### src/rtl/bcpu_pkg.sv
package bcpu_pkg;

  // Opcode bytes
  localparam logic [7:0] OP_NOP   = 8'h00;
  localparam logic [7:0] OP_LDI   = 8'h10;
  localparam logic [7:0] OP_PRINT = 8'h20;
  localparam logic [7:0] OP_MOV   = 8'h30;
  localparam logic [7:0] OP_ADD   = 8'h40;
  localparam logic [7:0] OP_JZ    = 8'h50;
  localparam logic [7:0] OP_JMP   = 8'h51;
  localparam logic [7:0] OP_JNZ   = 8'h52;
  localparam logic [7:0] OP_LD    = 8'h60;
  localparam logic [7:0] OP_ST    = 8'h70;
  localparam logic [7:0] OP_PUSH  = 8'h80;
  localparam logic [7:0] OP_POP   = 8'h81;
  localparam logic [7:0] OP_HALT  = 8'hFF;

  // Config register indexes (paddr[2])
  localparam logic REG_START_ADDRESS = 1'b0;
  localparam logic REG_INITIAL_STACK = 1'b1;

  // Depth of the result queue
  localparam int OQ_DEPTH = 3;

  typedef enum logic [3:0] {
    K_NOP, K_LDI, K_PRINT, K_MOV, K_ADD, K_JZ, K_JMP, K_JNZ,
    K_LD, K_ST, K_PUSH, K_POP, K_HALT, K_BAD
  } op_kind_t;

  typedef enum logic [1:0] {
    ST_EXEC    = 2'd0,
    ST_HALT    = 2'd1,
    ST_BAD     = 2'd2,
    ST_IGNORED = 2'd3
  } status_t;

  // Register file write request
  typedef struct packed {
    logic       en;
    logic [3:0] idx;
    logic [7:0] data;
  } rf_wr_t;

  // Data memory write request
  typedef struct packed {
    logic        en;
    logic [15:0] addr;
    logic [7:0]  data;
  } dm_wr_t;

  // One result item
  typedef struct packed {
    status_t     status;
    logic [15:0] next_ip;
    logic        zero_flag;
    logic        carry_flag;
    logic        show_valid;
    logic [3:0]  show_reg;
    logic [7:0]  show_value;
  } result_t;

  function automatic op_kind_t decode(input logic [7:0] action);
    op_kind_t k;
    case (action)
      OP_NOP:   k = K_NOP;
      OP_LDI:   k = K_LDI;
      OP_PRINT: k = K_PRINT;
      OP_MOV:   k = K_MOV;
      OP_ADD:   k = K_ADD;
      OP_JZ:    k = K_JZ;
      OP_JMP:   k = K_JMP;
      OP_JNZ:   k = K_JNZ;
      OP_LD:    k = K_LD;
      OP_ST:    k = K_ST;
      OP_PUSH:  k = K_PUSH;
      OP_POP:   k = K_POP;
      OP_HALT:  k = K_HALT;
      default:  k = K_BAD;
    endcase
    return k;
  endfunction

  // Instruction length in bytes
  function automatic logic [2:0] op_length(input op_kind_t k);
    logic [2:0] n;
    case (k)
      K_PRINT, K_PUSH, K_POP:              n = 3'd2;
      K_LDI, K_MOV, K_ADD, K_JZ, K_JMP, K_JNZ: n = 3'd3;
      K_LD, K_ST:                          n = 3'd4;
      default:                             n = 3'd1;
    endcase
    return n;
  endfunction

endpackage

### src/rtl/bcpu_outq.sv
module bcpu_outq (
  input  logic              clk,
  input  logic              rst,
  input  logic              push,
  input  bcpu_pkg::result_t push_data,
  input  logic              pop,
  output logic              head_valid,
  output bcpu_pkg::result_t head_data,
  output logic [1:0]        count
);

  bcpu_pkg::result_t q [bcpu_pkg::OQ_DEPTH];
  logic [1:0]        wr_ptr, rd_ptr;
  logic [1:0]        wr_ptr_next, rd_ptr_next;

  // Pointers wrap at the queue depth
  assign wr_ptr_next = (wr_ptr == 2'(bcpu_pkg::OQ_DEPTH - 1)) ? 2'd0 : wr_ptr + 2'd1;
  assign rd_ptr_next = (rd_ptr == 2'(bcpu_pkg::OQ_DEPTH - 1)) ? 2'd0 : rd_ptr + 2'd1;

  always_ff @(posedge clk) begin
    if (rst) begin
      wr_ptr <= '0;
      rd_ptr <= '0;
      count  <= '0;
    end else begin
      if (push) begin
        wr_ptr <= wr_ptr_next;
      end
      if (pop) begin
        rd_ptr <= rd_ptr_next;
      end
      count <= count + 2'(push) - 2'(pop);
    end
  end

  always_ff @(posedge clk) begin
    if (push) begin
      q[wr_ptr] <= push_data;
    end
  end

  assign head_valid = count != 2'd0;
  assign head_data  = q[rd_ptr];

endmodule

### config.mk
export PLATFORM = sky130hd
export DESIGN_NAME = bcpu_outq
export DESIGN_NICKNAME = d
export VERILOG_FILES = /design/src/rtl/bcpu_pkg.sv /design/src/rtl/bcpu_outq.sv
export SDC_FILE = /design/constraint.sdc
export NUM_CORES = 1
export LEC_CHECK = 0
export ABC_AREA = 1
export BUFFER_PORTS_ARGS = -buffer_cell sky130_fd_sc_hd__buf_2
export CORE_MARGIN = 3
export CORE_UTILIZATION = 30
export CTS_CLUSTER_DIAMETER = 80
export DETAILED_ROUTE_END_ITERATION = 6
export PLACE_DENSITY = 0.49
export SLEW_MARGIN = 20
export SYNTH_ARGS = -nofsm -noshare
export SYNTH_HDL_FRONTEND = slang
export SYNTH_SLANG_ARGS = --single-unit
export TNS_END_PERCENT = 20
### constraint.sdc
create_clock -name clk -period 3.8 [get_ports clk]
set_input_delay 0.57 -clock clk [delete_from_list [all_inputs] [get_ports clk]]
set_output_delay 0.57 -clock clk [all_outputs]
set_load 0.02 [all_outputs]
# Yosys cells after proc, flatten, opt, wreduce, memory -nomap -nowiden
# Memories as Yosys holds them, arrays and structs flattened. A register that Yosys moved wholly into a read port is not among the register bits.
# Index checks and enable logic that the tools add are counted.
# word_totals
reg_bits,6
ram_bits,99
inputBits,37
elab_cells,17
n_memories,1
# classes
n_addsub,4
n_eq_ne,2
n_mux,6
n_reduce_logical,1
# mem_list
name,depth,width,rd,rd_clocked_by_memory_dff,wr,line,text
q,3,33,1,1,1,bcpu_outq.sv:12,bcpu_pkg::result_t q [bcpu_pkg::OQ_DEPTH];
# ops
op,count
2-bit two-way mux,4
"2-bit by 1-bit adder with 2-bit output, second input constant",2
"2-bit equality test, second input constant",2
2-bit by 1-bit adder with 2-bit output,1
1-bit two-way mux,2
2-bit nonzero test,1
2-bit by 1-bit subtractor with 2-bit output,1

# Logic depth before layout (Yosys ltp)
# logic_depth
ltp_word,4
mapped_depth,9
mapped_depth_nobuf,9

# Worst setup path after synthesis
# Ideal clock, no wire load.
# synth_path
path_kind,input -> register
startpoint,input push
endpoint,memory q[2][0] (netlist bit) (enable)
t_arrival_ns,2.913
required_time_ns,3.336
path_slack_ns,0.423
path_stages,2
path_cell_list,inv_1 nor3_1
# synth_between
elab_chain_cells,2
# synth_rtl
item,line,text
"start, declared",bcpu_outq.sv:4,"input logic push,"
1-bit two-way mux,bcpu_outq.sv:37,if (push) begin
1-bit two-way mux (not written as such),bcpu_outq.sv:38,q[wr_ptr] <= push_data;
"end, declared",bcpu_outq.sv:12,
# Every way passes these cells.

==> summary.md <==
| Metric | Value |
|---|---|
| DRC | 0 |
| Final TNS setup | 0 ns |
| Synth cell types | 15 |
| # fillers | 1251 |
| Final core occ | 37.2% |
| Peak supply drop | 0.180 mV |
| Routed len/inst | 15.7 um |
| Clock Sinks | 107 |
| Synth Instances | 289 |
| Final Cycle Share | 69.2% |
| Max-capacitance violation count | 0 |
| Clock Skews | 0.00340 ns |
| Pre-antenna DRT Iters | 6 |
| Overall routing resource usage | 12.0% |
| Max-slew violation count | 0 |
| Die H | 122 um |
| Die area | 0.0149 sq mm |
| Synth warn | 0 |
| Layout cells sized above 1 | 26.2% |
| Mapped Area | 0.00403 sq mm |
| HP Class | input pin to flip-flop |
| Actual slew at the worst max-slew pin | 0.767 ns |
| Register Area | 0.00314 sq mm |
| Largest net degree at the start of global routing | 35 |
| P&R area growth vs syn | 18.8% |
| WS Path Type | flip-flop to primary output |
| Worst-path clk slew | 0.06 ns |
| Post-synthesis net count | 328 |
| Vias after detailed routing | 2346 |
| Worst-path maximum fanout | 34 |
| Routed vias/inst | 4.36 |
| Syn avg cell area | 14.0 sq um |
| Die W | 122 um |
| First-pass GRT wire length | 13200 um |
| Port Buffers | 72 |
| Initial drt markers | 135 |
| Final WS setup | 1.17 ns |
| Pre-CTS WS | 1.48 ns |
| GRT overflow | 0 |
| Finish-stage setup viols | 0 |
| Endpoint type of the worst setup path | primary output |
| Status | completed |
| Ant diodes | 0 |
| Hold Vio Cnt, Final | 0 |
| Vias in the first global route | 2375 |
| Worst setup SP type | flip-flop |
| Maximum clock rate | 0.380 GHz |
| Multi-input gate area | 721 sq um |
| Max Buffers Root-to-Sink | 2 |
| Leakage | 1.79 nW |
| Root buffer cell | clkbuf_16 |
| HPWL after detailed placement | 4950 um |
| PD cells | 547 mW/mm^2 |
| RSZ-0062 raised after global routing | false |
| Crit path DAT | 2.06 ns |
| # nets final | 400 |
| Cts hold-fix bufs | 0 |
| CP Data Required Time | 3.23 ns |
| Seq/Total Area, Yosys | 77.7% |
| CTS Buf Count | 9 |
| Worst-Skew Late Latency | 0.34 ns |
| Post-CTS Setup Bufs | 0 |
| Relative slew slack | 48.8% |
| Initial antenna violation count | 0 |
| CTS tree | done |
| Wirelength, routed | 8470 um |
| Core Box Area | 0.0129 sq mm |
| Rows | 41 |
| Gpl congestion | 0.704 |
| Htree depth | 3 |
| Minimum clock period after layout | 2.63 ns |
| Post-CTS sizing | 0 |
| IO Pins | 73 |
| Initial Util | 31.3% |
| Yosys reg bits | 107 |
| Final antenna-violating net count | 0 |
-- Yosys cell counts --
cell type  instances  area share (%)
edfxtp_1          99              74
a21oi_1           65             8.1
nand2_1           41             3.8
nor2_1            37             3.4
inv_1             11             1.0
buf_4              8             1.5
dfxtp_1            8             4.0
buf_6              6             1.7
a21oi_2            5             1.1
nand3_1            3            0.37
ha_1               2            0.62
clkinv_4           1            0.22
inv_4              1            0.16
nor3_1             1            0.12
xnor2_1            1            0.22
-- state kept, by name (all words and copies together) (netlist names), named ones only --
register / cells
count: 2
q: 99
rd_ptr: 2
wr_ptr: 2
-- final cells by class --
type	instances	share of cell area [%]
sequential	107	65.5
multi-input combinational	155	15.0
timing repair buffer	75	7.99
clock buffer	13	5.02
tap	172	4.49
inverter	13	1.18
clock inverter	3	0.810
-- cells in the final DEF, fill, tap and decap left out --
| cell type | synthesis | layout |
|---|---|---|
| buf_4 | 8 | 3 |
| ha_1 | 2 | 2 |
| bufinv_16 | 0 | 1 |
| clkinv_2 | 0 | 1 |
| xnor2_1 | 1 | 1 |
| nor3_2 | 0 | 1 |
| inv_1 | 11 | 9 |
| nor2_1 | 37 | 37 |
| clkbuf_1 | 0 | 4 |
| clkinv_4 | 1 | 1 |
| a21oi_1 | 65 | 65 |
| edfxtp_1 | 99 | 99 |
| dfxtp_2 | 0 | 2 |
| nand2_1 | 41 | 41 |
| clkbuf_16 | 0 | 9 |
| inv_4 | 1 | 1 |
| a21oi_2 | 5 | 5 |
| dfxtp_1 | 8 | 6 |
| clkinv_1 | 0 | 3 |
| buf_2 | 0 | 72 |
| nand3_1 | 3 | 3 |
-- worst paths after layout --
path	from	to	slack, ns	depth (start not counted)
worst max-delay path	flip-flop	head_data[26]	1.17	4
worst min-delay path	push_data[17]	q[2][17]$_DFFE_PP_	0.43	1
worst max register to register	wr_ptr[1]$_SDFFE_PP0P_	q[0][5]$_DFFE_PP_	2.41	4
worst min register to register	wr_ptr[1]$_SDFFE_PP0P_	wr_ptr[1]$_SDFFE_PP0P_	0.50	2
-- per-layer routing --
layer / wire [um] / GRT usage [%]
met1: 3890 / 16.0
met2: 4080 / 18.9
met3: 291 / 2.18
met4: 206 / 6.30
met5: 0 / 0
-- worst max-delay path, stage by stage (launching register included) --
cell	delay, ns
dfxtp_2	0.83
clkinv_4	0.44
nand2_1	0.15
a21oi_1	0.11
buf_2	0.18
-- power by group --
part | switching, mW | internal (mW)
clock | 0.382 | 0.509
sequential | 0.0378 | 1.35
combinational | 0.233 | 0.112
-- cells by family after synthesis --
logic type,after synthesis,synth area share [%]
simple gates,82,7.76
flops,107,77.7
fa+ha+maj,2,0.620
compound gates,70,9.15
xor+xnor,1,0.217
buf+inv,27,4.56
-- through the flow --
step | instances | hold slack, ns | area [sq um] | power, mW
finish | 538 | 0.432 | 4790 | 2.62
global route | 538 | 0.419 | 4790 | 2.74
CTS | 538 | 0.418 | 4790 | 2.66
detailed placement | 522 | 0.476 | 4510 | 1.77
global placement | 522 | 0.450 | 4510 | 1.76
floorplan | 289 | 0.437 | 4030 | 1.64
Power figures use the tool's default switching activity.
